## src/rtl/nfsa_pkg.sv

```systemverilog
// Shared types and constants of the next-fit slot allocator.
package nfsa_pkg;

   // Slots held by one cell of the chain.
   localparam int GROUP_SLOTS = 8;
   localparam int GROUP_BITS  = 3;

   // Broadcast command to the cell row.
   typedef enum logic [1:0] {
      CELL_NOP       = 2'd0,
      CELL_CLEAR_ALL = 2'd1,
      CELL_SET       = 2'd2,
      CELL_CLEAR     = 2'd3
   } cell_op_type;

   // Control group from the sequencer to every cell.
   typedef struct packed {
      cell_op_type op;
      logic        inject;
   } cell_ctl_type;

endpackage

```

## src/rtl/nfsa_cell.sv

```systemverilog
// One cell of the slot chain: a group of in-use bits and the scan token.
module nfsa_cell
   import nfsa_pkg::*;
#(
   parameter int CELL_IDX = 0,
   parameter int IDXW     = 6,
   parameter int CW       = 7
) (
   input  logic              clock,
   input  logic              reset,
   input  cell_ctl_type      ctl,
   input  logic [IDXW-1:0]   cmd_idx,
   input  logic [CW-1:0]     win_lo,
   input  logic [CW-1:0]     win_hi,
   input  logic              tok_in,
   output logic              tok_out,
   output logic              hit,
   output logic              last,
   output logic [IDXW-1:0]   gnt,
   output logic              rel_busy
);

   localparam int BASE = CELL_IDX * GROUP_SLOTS;
   localparam int TOP  = BASE + GROUP_SLOTS;

   logic [GROUP_SLOTS-1:0] busy_ff, busy_in;
   logic                   tok_ff, tok_next_in;
   logic [GROUP_SLOTS-1:0] free_vec;
   logic [GROUP_BITS-1:0]  off;
   logic                   mine;
   logic [GROUP_BITS-1:0]  cmd_off;

   // Decode which cell the broadcast index falls in
   assign mine    = (int'(cmd_idx) >> GROUP_BITS) == CELL_IDX;
   assign cmd_off = GROUP_BITS'(int'(cmd_idx) & (GROUP_SLOTS - 1));

   // Free slots inside the search window
   always_comb begin
      for (int k = 0; k < GROUP_SLOTS; k++) begin
         free_vec[k] = !busy_ff[k] && (BASE + k >= int'(win_lo)) && (BASE + k < int'(win_hi));
      end
   end

   // Pick the lowest free slot
   always_comb begin
      off = '0;
      for (int k = GROUP_SLOTS - 1; k >= 0; k--) begin
         if (free_vec[k]) begin
            off = GROUP_BITS'(k);
         end
      end
   end

   assign hit      = tok_ff && (|free_vec);
   assign last     = tok_ff && (TOP >= int'(win_hi));
   assign tok_out  = tok_ff && !hit && !last;
   assign gnt      = hit ? IDXW'(BASE + int'(off)) : '0;
   assign rel_busy = mine && busy_ff[cmd_off];

   // Next token: from the left neighbour or injected here
   assign tok_next_in = tok_in || (ctl.inject && mine);

   // Update the in-use bits
   always_comb begin
      busy_in = busy_ff;
      case (ctl.op)
         CELL_CLEAR_ALL: busy_in = '0;
         CELL_SET: begin
            if (mine) busy_in[cmd_off] = 1'b1;
         end
         CELL_CLEAR: begin
            if (mine) busy_in[cmd_off] = 1'b0;
         end
         default: ;
      endcase
      if (hit) begin
         busy_in[off] = 1'b1;
      end
   end

   always_ff @(posedge clock) begin
      if (reset) begin
         busy_ff <= '0;
         tok_ff  <= 1'b0;
      end else begin
         busy_ff <= busy_in;
         tok_ff  <= tok_next_in;
      end
   end

endmodule

```

## src/rtl/next_fit_slot_allocator.sv

```systemverilog
// Next-fit slot allocator: a row of cells holding in-use bits, scanned by a travelling token.
// Restart, release and unused modes pass through S_START and S_FINISH; the result is registered
// as S_FINISH is left. Allocate adds S_SCAN, where the token walks the cells of the search window,
// and S_GROW when the pool grows. One item at a time: the next request is taken from
// the cycle the result appears, later while an earlier result still waits for rsp_ready.
// Reset clears every in-use bit, the pool size, pointer and count; initial_slots is 10, grow_step 1.
module next_fit_slot_allocator
   import nfsa_pkg::*;
#(
   parameter int MAX_SLOTS = 64
) (
   input  logic       clock,
   input  logic       reset,
   input  logic       req_valid,
   output logic       req_ready,
   input  logic [1:0] req_mode,
   input  logic [5:0] req_slot_to_free,
   output logic       rsp_valid,
   input  logic       rsp_ready,
   output logic [1:0] rsp_status,
   output logic [5:0] rsp_granted_slot,
   output logic       rsp_pool_grew,
   output logic [6:0] rsp_slots_in_use,
   output logic [6:0] rsp_pool_size,
   input  logic       csr_we,
   input  logic       csr_index,
   input  logic [6:0] csr_wdata
);

   localparam int IDXW      = $clog2(MAX_SLOTS);
   localparam int CW        = $clog2(MAX_SLOTS + 1);
   localparam int NUM_CELLS = (MAX_SLOTS + GROUP_SLOTS - 1) / GROUP_SLOTS;
   localparam int DEFAULT_SLOTS = 10;

   localparam logic [1:0] MODE_ALLOC   = 2'd0;
   localparam logic [1:0] MODE_RELEASE = 2'd1;
   localparam logic [1:0] MODE_RESTART = 2'd2;

   localparam logic [1:0] ST_OK       = 2'd0;
   localparam logic [1:0] ST_FULL     = 2'd1;
   localparam logic [1:0] ST_BAD_SLOT = 2'd2;

   localparam logic CSR_INITIAL_SLOTS = 1'b0;
   localparam logic CSR_GROW_STEP     = 1'b1;

   localparam logic [2:0] S_IDLE   = 3'd0;
   localparam logic [2:0] S_START  = 3'd1;
   localparam logic [2:0] S_SCAN   = 3'd2;
   localparam logic [2:0] S_GROW   = 3'd3;
   localparam logic [2:0] S_FINISH = 3'd4;

   logic [2:0]      state_ff, state_in;
   logic [1:0]      mode_ff;
   logic [5:0]      slot_ff;
   logic [6:0]      initial_ff;
   logic [6:0]      step_ff;
   logic [CW-1:0]   active_ff, active_in;
   logic [IDXW-1:0] scan_ff, scan_in;
   logic [CW-1:0]   count_ff, count_in;
   logic [IDXW-1:0] ptr0_ff, ptr0_in;
   logic            pass_ff, pass_in;
   logic [1:0]      res_status_ff, res_status_in;
   logic [IDXW-1:0] res_granted_ff, res_granted_in;
   logic            res_grew_ff, res_grew_in;
   logic            rsp_valid_ff;
   logic [1:0]      rsp_status_ff;
   logic [5:0]      rsp_granted_ff;
   logic            rsp_grew_ff;
   logic [6:0]      rsp_in_use_ff;
   logic [6:0]      rsp_size_ff;

   cell_ctl_type    ctl;
   logic [IDXW-1:0] cmd_idx;
   logic [CW-1:0]   win_lo, win_hi;
   logic            tok_out [NUM_CELLS];
   logic            hit     [NUM_CELLS];
   logic            last    [NUM_CELLS];
   logic [IDXW-1:0] gnt     [NUM_CELLS];
   logic            rel_busy[NUM_CELLS];
   logic            hit_any, last_any, rel_any;
   logic [IDXW-1:0] gnt_any;

   logic            accept, out_free;
   logic [IDXW-1:0] ptr_start;
   logic [CW-1:0]   restart_size, grow_size;
   int              init_sel, step_sel, grow_sum, gnt_next, grow_next;

   assign accept   = req_valid && req_ready;
   assign out_free = !rsp_valid_ff || rsp_ready;
   assign req_ready = (state_ff == S_IDLE);

   // Search window of the current pass
   assign win_lo = pass_ff ? '0 : CW'(ptr0_ff);
   assign win_hi = pass_ff ? CW'(ptr0_ff) : active_ff;

   // Cell row
   for (genvar i = 0; i < NUM_CELLS; i++) begin : g_cell
      nfsa_cell #(
         .CELL_IDX (i),
         .IDXW     (IDXW),
         .CW       (CW)
      ) u_cell (
         .clock    (clock),
         .reset    (reset),
         .ctl      (ctl),
         .cmd_idx  (cmd_idx),
         .win_lo   (win_lo),
         .win_hi   (win_hi),
         .tok_in   ((i == 0) ? 1'b0 : tok_out[(i == 0) ? 0 : i - 1]),
         .tok_out  (tok_out[i]),
         .hit      (hit[i]),
         .last     (last[i]),
         .gnt      (gnt[i]),
         .rel_busy (rel_busy[i])
      );
   end

   // Gather the reports of the token holder
   always_comb begin
      hit_any  = 1'b0;
      last_any = 1'b0;
      rel_any  = 1'b0;
      gnt_any  = '0;
      for (int i = 0; i < NUM_CELLS; i++) begin
         hit_any  = hit_any | hit[i];
         last_any = last_any | last[i];
         rel_any  = rel_any | rel_busy[i];
         gnt_any  = gnt_any | gnt[i];
      end
   end

   // Size and pointer arithmetic
   always_comb begin
      init_sel     = (int'(initial_ff) > 1) ? int'(initial_ff) : DEFAULT_SLOTS;
      restart_size = (init_sel > MAX_SLOTS) ? CW'(MAX_SLOTS) : CW'(init_sel);
      step_sel     = (step_ff != '0) ? int'(step_ff) : 1;
      grow_sum     = int'(active_ff) + step_sel;
      grow_size    = (grow_sum > MAX_SLOTS) ? CW'(MAX_SLOTS) : CW'(grow_sum);
      grow_next    = int'(active_ff) + 1;
      gnt_next     = int'(gnt_any) + 1;
      ptr_start    = (int'(scan_ff) < int'(active_ff)) ? scan_ff : '0;
   end

   // Sequencer
   always_comb begin
      state_in       = state_ff;
      active_in      = active_ff;
      scan_in        = scan_ff;
      count_in       = count_ff;
      ptr0_in        = ptr0_ff;
      pass_in        = pass_ff;
      res_status_in  = res_status_ff;
      res_granted_in = res_granted_ff;
      res_grew_in    = res_grew_ff;
      ctl.op         = CELL_NOP;
      ctl.inject     = 1'b0;
      cmd_idx        = '0;

      unique case (state_ff)
         S_IDLE: begin
            if (accept) state_in = S_START;
         end
         S_START: begin
            res_status_in  = ST_OK;
            res_granted_in = '0;
            res_grew_in    = 1'b0;
            state_in       = S_FINISH;
            case (mode_ff)
               MODE_RESTART: begin
                  ctl.op    = CELL_CLEAR_ALL;
                  active_in = restart_size;
                  scan_in   = '0;
                  count_in  = '0;
               end
               MODE_RELEASE: begin
                  if (int'(slot_ff) < int'(active_ff)) begin
                     ctl.op   = CELL_CLEAR;
                     cmd_idx  = IDXW'(slot_ff);
                     count_in = count_ff - CW'(rel_any);
                  end else begin
                     res_status_in = ST_BAD_SLOT;
                  end
               end
               MODE_ALLOC: begin
                  if (active_ff == '0) begin
                     state_in = S_GROW;
                  end else begin
                     ctl.inject = 1'b1;
                     cmd_idx    = ptr_start;
                     ptr0_in    = ptr_start;
                     pass_in    = 1'b0;
                     state_in   = S_SCAN;
                  end
               end
               default: ;
            endcase
         end
         S_SCAN: begin
            if (hit_any) begin
               res_granted_in = gnt_any;
               count_in       = count_ff + CW'(1);
               scan_in        = (gnt_next >= int'(active_ff)) ? '0 : IDXW'(gnt_next);
               state_in       = S_FINISH;
            end else if (last_any) begin
               if (!pass_ff && ptr0_ff != '0) begin
                  // Wrap to slot 0 for the second pass
                  ctl.inject = 1'b1;
                  cmd_idx    = '0;
                  pass_in    = 1'b1;
               end else if (int'(active_ff) >= MAX_SLOTS) begin
                  res_status_in = ST_FULL;
                  state_in      = S_FINISH;
               end else begin
                  state_in = S_GROW;
               end
            end
         end
         S_GROW: begin
            // Grant the first new slot
            ctl.op         = CELL_SET;
            cmd_idx        = IDXW'(active_ff);
            active_in      = grow_size;
            scan_in        = (grow_next >= int'(grow_size)) ? '0 : IDXW'(grow_next);
            count_in       = count_ff + CW'(1);
            res_granted_in = IDXW'(active_ff);
            res_grew_in    = 1'b1;
            state_in       = S_FINISH;
         end
         S_FINISH: begin
            if (out_free) state_in = S_IDLE;
         end
         default: state_in = S_IDLE;
      endcase
   end

   // Control and state registers
   always_ff @(posedge clock) begin
      if (reset) begin
         state_ff     <= S_IDLE;
         active_ff    <= '0;
         scan_ff      <= '0;
         count_ff     <= '0;
         pass_ff      <= 1'b0;
         initial_ff   <= 7'(DEFAULT_SLOTS);
         step_ff      <= 7'd1;
         rsp_valid_ff <= 1'b0;
      end else begin
         state_ff  <= state_in;
         active_ff <= active_in;
         scan_ff   <= scan_in;
         count_ff  <= count_in;
         pass_ff   <= pass_in;
         if (csr_we) begin
            case (csr_index)
               CSR_INITIAL_SLOTS: initial_ff <= csr_wdata;
               CSR_GROW_STEP:     step_ff    <= csr_wdata;
               default: ;
            endcase
         end
         if (state_ff == S_FINISH && out_free) begin
            rsp_valid_ff <= 1'b1;
         end else if (rsp_ready) begin
            rsp_valid_ff <= 1'b0;
         end
      end
   end

   // Payload registers
   always_ff @(posedge clock) begin
      ptr0_ff        <= ptr0_in;
      res_status_ff  <= res_status_in;
      res_granted_ff <= res_granted_in;
      res_grew_ff    <= res_grew_in;
      if (accept) begin
         mode_ff <= req_mode;
         slot_ff <= req_slot_to_free;
      end
      if (state_ff == S_FINISH && out_free) begin
         rsp_status_ff  <= res_status_ff;
         rsp_granted_ff <= 6'(res_granted_ff);
         rsp_grew_ff    <= res_grew_ff;
         rsp_in_use_ff  <= 7'(count_ff);
         rsp_size_ff    <= 7'(active_ff);
      end
   end

   assign rsp_valid        = rsp_valid_ff;
   assign rsp_status       = rsp_status_ff;
   assign rsp_granted_slot = rsp_granted_ff;
   assign rsp_pool_grew    = rsp_grew_ff;
   assign rsp_slots_in_use = rsp_in_use_ff;
   assign rsp_pool_size    = rsp_size_ff;

endmodule

```

## config.mk

```make
export PLATFORM = sky130hd
export DESIGN_NAME = next_fit_slot_allocator
export DESIGN_NICKNAME = d
export VERILOG_FILES = /design/src/rtl/nfsa_pkg.sv /design/src/rtl/nfsa_cell.sv /design/src/rtl/next_fit_slot_allocator.sv
export SDC_FILE = /design/constraint.sdc
export NUM_CORES = 1
export LEC_CHECK = 0
export ABC_AREA = 1
export CORE_MARGIN = 2
export CORE_UTILIZATION = 60
export DETAILED_ROUTE_END_ITERATION = 8
export DONT_BUFFER_PORTS = 1
export PLACE_DENSITY = 0.84
export SYNTH_ARGS = -nofsm -noshare
export SYNTH_HDL_FRONTEND = slang
export SYNTH_SLANG_ARGS = --single-unit
```

## constraint.sdc

```tcl
create_clock -name clock -period 5.58 [get_ports clock]
set_input_delay 0.837 -clock clock [delete_from_list [all_inputs] [get_ports clock]]
set_output_delay 0.837 -clock clock [all_outputs]
set_load 0.05 [all_outputs]
```

Word-level counts from Yosys, hierarchy flattened
Index checks and enable logic that the tools add are counted.
Widths: inputs -> output; s select.

storage, ports and cells
  logic and storage cells = 793
  bits in registers = 157

operators by class
  reductions and logical operators = 302
  equal/unequal tests = 31
  bitwise operators = 55
  $lt $le $gt $ge = 162
  add/subtract/negate cells = 12
  multiplexer cells = 196

operator list
  cell                count
  $lt 6x7->1 const A  32
  $mux 3              72
  $ge 6x6->1 const A  32
  $mux 8              24
  $pmux 8 s3          8
  $logic_and 1x1->1   186
  $or 8x8->8          16
  $lt 5x7->1 const A  16
  $ge 5x6->1 const A  16
  $mux 6              16
  $logic_not 1->1     80
  $and 8x8->8         8
  $reduce_or 8->1     8
  $lt 4x7->1 const A  8
  $mux 7              8
  $ge 4x6->1 const A  8
  $or 6x6->6          7
  $lt 3x4->1 const B  9
  $pmux 6 s3          2
  $logic_not 32->1    1
  $mux 1              30
  $ge 6x7->1 const A  4
  $lt 3x7->1 const A  4
  $pmux 7 s2          2
  other kinds (57)    161

Longest topological paths before layout
  depth in word-level cells = 26
  gate-level depth with buffers = 38
  gate-level depth less buffers = 36

Hierarchy
Synthesis repeated with hierarchy kept, for this count alone.

unflattened totals
  cells, all modules = 2,276
  area, all modules = 14,445.1 sq um

modules (own cells, without submodules)
  module                        instances  cells an instance  area each (sq um)
  next_fit_slot_allocator       1          630                5,215.0
  nfsa_cell (g_cell[5].u_cell)  1          235                1,224.9
  nfsa_cell (g_cell[4].u_cell)  1          216                1,207.4
  nfsa_cell (g_cell[0].u_cell)  1          193                1,171.1
  nfsa_cell (g_cell[1].u_cell)  1          206                1,158.6
  nfsa_cell (g_cell[3].u_cell)  1          198                1,151.1
  nfsa_cell (g_cell[6].u_cell)  1          207                1,121.1
  nfsa_cell (g_cell[7].u_cell)  1          194                1,101.1
  nfsa_cell (g_cell[2].u_cell)  1          197                1,094.8

Least setup slack after synthesis
Ideal clock, no wire load.

  path type = reg-to-reg
  from = reg ptr0_ff[5]
  to = reg scan_ff[0]
  required time = 5.510 ns
  path slack = 1.429 ns
  data arrival time = 4.081 ns
  buffers on the path = 1
  stages on the path, launching flop included = 33
  clock period less this slack = 4.151 ns
  cells stage by stage = edfxtp_1 inv_1 nand2_2 nand2_4 nand2_4 nor2_2 buf_4 o21ai_0 nand2_1 nand2_1 nor2_1 nand2_1 nand2_1 inv_1 nand3_1 nand2_1 nor2_1 nand2_2 ha_1 ha_1 a21boi_0 o21a_1 o21a_1 o21a_1 o21ai_0 nand2_1 a21oi_1 nand2_1 inv_1 nand3_1 o21ai_0 nand2_1 a21oi_1

between the ends
  word-level cells in the longest chain between the ends = 26

RTL lines
  element                         line                            source
  start, declared                 next_fit_slot_allocator.sv:60   logic [IDXW-1:0] ptr0_ff, ptr0_in;
  start signal, assigned          next_fit_slot_allocator.sv:270  ptr0_ff <= ptr0_in;
  $mux 6                          next_fit_slot_allocator.sv:93   assign win_lo = pass_ff ? '0 : CW'(ptr0_ff);
  $ge 4x6->1                      nfsa_cell.sv:40                 free_vec[k] = !busy_ff[k] && (BASE + k >= int'(win_lo)) && (BASE + k < int'(win_hi));
  $logic_and 1x1->1 (2 in a row)  nfsa_cell.sv:40
  $mux 3 (8 in a row)             nfsa_cell.sv:48                 if (free_vec[k]) begin
  $add 4x3->5                     nfsa_cell.sv:57                 assign gnt = hit ? IDXW'(BASE + int'(off)) : '0;
  $mux 6                          nfsa_cell.sv:57
  $or 6x6->6 (7 in a row)         next_fit_slot_allocator.sv:128  gnt_any = gnt_any | gnt[i];
  $add 6x1->7                     next_fit_slot_allocator.sv:140  gnt_next = int'(gnt_any) + 1;
  $ge 7x7->1                      next_fit_slot_allocator.sv:202  scan_in = (gnt_next >= int'(active_ff)) ? '0 : IDXW'(gnt_next);
  $mux 6                          next_fit_slot_allocator.sv:202
  $mux 6                          next_fit_slot_allocator.sv:199  if (hit_any) begin
  $pmux 6 s3                      next_fit_slot_allocator.sv:159  unique case (state_ff)
  end signal, assigned            next_fit_slot_allocator.sv:250  scan_ff <= scan_in;
  end, declared                   next_fit_slot_allocator.sv:58   logic [IDXW-1:0] scan_ff, scan_in;

Parallel ways exist; a longest one is shown, timed or not. The select of a mux whose other input is x is not followed.
A chain may end at the register's enable or synchronous reset.

Worst setup path in the final report
  from = reg active_ff[5]
  to = reg count_ff[4]

between the ends
  word-level cells in the longest chain between the ends = 19

RTL lines
  element                       line                            source
  start, declared               next_fit_slot_allocator.sv:57   logic [CW-1:0] active_ff, active_in;
  start signal, assigned        next_fit_slot_allocator.sv:249  active_ff <= active_in;
  $lt 6x7->1                    next_fit_slot_allocator.sv:141  ptr_start = (int'(scan_ff) < int'(active_ff)) ? scan_ff : '0;
  $mux 6                        next_fit_slot_allocator.sv:141
  $mux 6                        next_fit_slot_allocator.sv:185  if (active_ff == '0) begin
  $pmux 6 s2                    next_fit_slot_allocator.sv:168  case (mode_ff)
  $pmux 6 s2                    next_fit_slot_allocator.sv:159
  $bmux 1 s3                    nfsa_cell.sv:58                 assign rel_busy = mine && busy_ff[cmd_off];
  $mux 1 (not written as such)  nfsa_cell.sv:58
  $logic_and 1x1->1             nfsa_cell.sv:58
  $or 1x1->1 (7 in a row)       next_fit_slot_allocator.sv:127  rel_any = rel_any | rel_busy[i];
  $sub 7x1->7                   next_fit_slot_allocator.sv:179  count_in = count_ff - CW'(rel_any);
  $mux 7                        next_fit_slot_allocator.sv:176  if (int'(slot_ff) < int'(active_ff)) begin
  $pmux 7 s2                    next_fit_slot_allocator.sv:168
  $pmux 7 s3                    next_fit_slot_allocator.sv:159
  end signal, assigned          next_fit_slot_allocator.sv:251  count_ff <= count_in;
  end, declared                 next_fit_slot_allocator.sv:59   logic [CW-1:0] count_ff, count_in;

Parallel ways exist; a longest one is shown, timed or not. The select of a mux whose other input is x is not followed.

==> impl_metrics.json <==
{
  "p_leak_nw": 5.97,
  "die_x_um": 148,
  "post-route-min-period_ns": 5.33,
  "postCtsHoldBufs": 0,
  "final_cell_count_no_fill": 2324,
  "totalWireLength_um": 49700,
  "status": "completed",
  "yosysUniqueCellTypes": 59,
  "synth_edf_count": 46,
  "power_density_nw_per_um2": 284,
  "ys_seq_elements": 157,
  "port_buffers": 0,
  "required_ns": 5.92,
  "finalSetupViolCount": 0,
  "synthMuxAreaShare_pct": 0,
  "critPathLaunchType": "flip-flop",
  "fin_nets": 2100,
  "synth_ff_type": "dfxtp_1",
  "grt_pass1_wl_um": 75800,
  "critPathCaptureType": "flip-flop",
  "cts_tree": "built",
  "via_per_inst": 6.20,
  "dr.pass1.iters": 7,
  "endpoint": "count_ff[4]$_SDFFE_PP0P_",
  "wl_per_cell_um": 21.4,
  "worst_pin_slew_ns": 1.22,
  "grt_use_total_pct": 45.3,
  "io_pins": 46,
  "routabilityCongestion": 1.11,
  "netlist_area_um2": 12500,
  "slew-limit-headroom_pct": 18.2,
  "peakVddDrop_uv": 158,
  "drt_iter0_markers": 1721,
  "crit_path_top_delay_cell": "nand3_1",
  "die_height_um": 148,
  "fin_total_pwr_mw": 3.86,
  "synth_seq_area_share_pct": 28.9,
  "hold_violations": 0,
  "drv_slew": 0,
  "ctsHtreeMaxLevel": 4,
  "placed_cells": 2290,
  "synth-simple-area-share_pct": 36.4,
  "syn_to_final_growth_pct": 9.29,
  "grt_pass1_vias": 13400,
  "crit_family": "simple AND/OR/NAND/NOR gates",
  "synth_cells": 2024,
  "synth_fa_ha_area_share_pct": 4.08,
  "cp_max_fo": 9,
  "ant_nets": 0,
  "hpwl_um": 37400,
  "synth_nets": 2085,
  "synth-compound-area-share_pct": 19.5,
  "met3_usage_pct": 12.3,
  "synth_xor_area_share_pct": 0.984,
  "fin_setup_tns_ns": 0,
  "fin_util_pct": 67.1,
  "critical_path.startpoint": "active_ff[5]$_SDFFE_PP0P_",
  "drive_above_1_share_pct": 9.41,
  "root_buffer": "clkbuf_16",
  "async_reset_ff_share_pct": 0,
  "crit_arrival_ns": 5.67,
  "reg2reg_setup_slack_ns": 0.25,
  "crit_type": "flip-flop to flip-flop",
  "slowest_delay_ns": 0.48,
  "ff2ff_path_depth": 24,
  "worstHoldPathType": "flip-flop to flip-flop",
  "start_util_pct": 61.4,
  "synth.avg_cell_area_um2": 6.16,
  "insertion_delay_ns": 0.44,
  "cp.depth": 24,
  "post_cts_buffers": 0,
  "synth_warnings": 0,
  "fin_crit_sh_pct": 95.6,
  "ctsResizeCount": 0,
  "r2r-end": "count_ff[4]$_SDFFE_PP0P_",
  "r2r-start": "active_ff[5]$_SDFFE_PP0P_",
  "dieArea_um2": 21900,
  "clock_skew_ns": 0.0179,
  "cp_cell_sequence": "clkinvlp_4 > ha_1 > inv_1 > nor2_1 > a22oi_1 > nand3_1 > inv_2 > a22o_1 > nand2_1 > o21ai_1 > nand3_1 > nor2_1 > nor2_1 > nand3_1 > nand2_1 > nor2_1 > nand2_1 > ha_1 > ha_1 > nand2_1 > xor2_1 > o21ai_0 > o21ai_1 > a21oi_1",
  "grt_overflow": 0,
  "top_usage_layer": "met2",
  "vias": 14400,
  "grt_util_met2_pct": 67.5,
  "fmax_mhz": 188,
  "rsz0062_at_grt": "no",
  "antenna_found_initial": 1,
  "synth_top_family_by_area": "simple AND/OR/NAND/NOR gates",
  "grt_max_degree": 103,
  "globalRouteMet1Util_pct": 61.4,
  "drc": 0,
  "path_buf_inv": 3,
  "numCtsBuffers": 17,
  "rows": 52,
  "clk_path_buf_depth": 2,
  "clock-sinks": 157,
  "path_clk_slew_ns": 0.08,
  "maxCapViolCount": 0,
  "core_area_um2": 20300
}
## power breakdown
part	leakage (nW)	switching [mW]	internal, mW
Clock	0.296	0.614	0.619
Sequential	1.33	0.0947	1.25
Combinational	4.34	0.932	0.354
## metrics by stage
step	hold WS [ns]	worst slack [ns]	area (um^2)
after global placement	0.404	0.425	13000
after global routing	0.431	0.0189	13600
final	0.426	0.248	13600
after floorplan	0.400	1.43	12500
after detailed placement	0.405	0.396	13000
after CTS	0.424	0.355	13600
## cells in the mapped netlist (3+ instances only)
| cell type | n | area, um^2 |
|---|---|---|
| a22o_1 | 3 | 26.3 |
| nor2_2 | 18 | 113 |
| o211ai_1 | 6 | 45.0 |
| edfxtp_1 | 46 | 1380 |
| nor3_1 | 18 | 90.1 |
| clkbuf_1 | 38 | 143 |
| xnor2_1 | 3 | 26.3 |
| buf_2 | 20 | 100 |
| a21oi_2 | 3 | 26.3 |
| o21ai_2 | 4 | 35.0 |
| inv_2 | 10 | 37.5 |
| nand4_1 | 26 | 163 |
| nand3_1 | 140 | 701 |
| nand3b_1 | 4 | 30.0 |
| ha_1 | 39 | 488 |
| a22oi_1 | 5 | 37.5 |
| clkinv_1 | 4 | 15.0 |
| nand2_2 | 16 | 100 |
| nor4_1 | 4 | 25.0 |
| nand2_1 | 604 | 2270 |
| nor2_4 | 10 | 113 |
| xor2_1 | 11 | 96.3 |
| a31oi_1 | 11 | 68.8 |
| a21oi_1 | 188 | 941 |
| nor2_1 | 190 | 713 |
| nand3_2 | 7 | 70.1 |
| o21a_1 | 3 | 22.5 |
| o21ai_0 | 162 | 811 |
| buf_6 | 3 | 33.8 |
| inv_1 | 226 | 848 |
| dfxtp_1 | 111 | 2220 |
| o21ai_1 | 19 | 95.1 |
| buf_1 | 6 | 22.5 |
| nand2_4 | 5 | 56.3 |
| buf_4 | 5 | 37.5 |
| o22ai_1 | 22 | 138 |
## worst min-delay path by stage
| stage | depth (start not counted) | slack (ns) | end | startpoint |
|---|---|---|---|---|
| 4_1_cts | 0 | 0.42 | rsp_granted_slot[3]$_DFFE_PP_ | res_granted_ff[3]$_DFFE_PP_ |
| 3_5_place_dp | 0 | 0.41 | rsp_granted_slot[0]$_DFFE_PP_ | res_granted_ff[0]$_DFFE_PP_ |
| 6_report | 0 | 0.43 | rsp_granted_slot[3]$_DFFE_PP_ | res_granted_ff[3]$_DFFE_PP_ |
| 5_1_grt | 0 | 0.43 | rsp_granted_slot[2]$_DFFE_PP_ | res_granted_ff[2]$_DFFE_PP_ |
| 3_3_place_gp | 0 | 0.40 | rsp_granted_slot[3]$_DFFE_PP_ | res_granted_ff[3]$_DFFE_PP_ |
| 2_1_floorplan | 0 | 0.40 | rsp_granted_slot[0]$_DFFE_PP_ | res_granted_ff[0]$_DFFE_PP_ |
## flip-flops by register name, indices dropped and copies added (netlist names), 3 cells and up
signal,count
rsp_granted_slot,6
ptr0_ff,6
slot_ff,6
scan_ff,6
step_ff,7
g_cell.u_cell.busy_ff,64
rsp_slots_in_use,7
active_ff,7
count_ff,7
g_cell.u_cell.tok_ff,8
state_ff,3
res_granted_ff,6
rsp_pool_size,7
initial_ff,7
## cells by family (layout without fill, tap and decap cells)
| group | after synthesis | count (layout) |
|---|---|---|
| AO/OA/AOI/OAI | 447 | 447 |
| XOR/XNOR | 14 | 14 |
| adder cells (fa/ha/maj) | 40 | 40 |
| buffers and inverters | 315 | 343 |
| flip-flops | 157 | 157 |
| other | 0 | 2 |
| AND/OR/NAND/NOR | 1051 | 1051 |
## per-layer routing
metal  part of all wire, %  routed length (um)  vias up
met2                    41               20600     1006
met1                    40               20000     6471
met5                 0.030                  15        -
li1                      -                   -     6701
met4                   5.5                2720        2
met3                    13                6380      221
## final cells by class
cell class              instances  area, um^2
flip-flops and latches        157        3600
repair buffers                 69         518
clock inverters                14         165
diodes                          2        5.00
multi-input cells            1552        7630
inverters                     242         920
well taps                     270         338
clock buffers                  18         439
fillers                      1806        6680
## cells in the final DEF (no fill, tap or decap), types with 11 or more instances in the layout
cell / synthesis / final
o22ai_1: 22 / 22
nand4_1: 26 / 26
nor3_1: 18 / 16
nand2_2: 16 / 17
o21ai_0: 162 / 162
edfxtp_1: 46 / 46
buf_4: 5 / 69
nand2_1: 604 / 603
o21ai_1: 19 / 19
ha_1: 39 / 39
a31oi_1: 11 / 11
nor2_2: 18 / 18
xor2_1: 11 / 11
dfxtp_1: 111 / 110
nand3_1: 140 / 139
a21oi_1: 188 / 186
inv_1: 226 / 225
clkbuf_16: 0 / 17
nor2_1: 190 / 190
No activity file was read; power rests on OpenSTA's default activity.
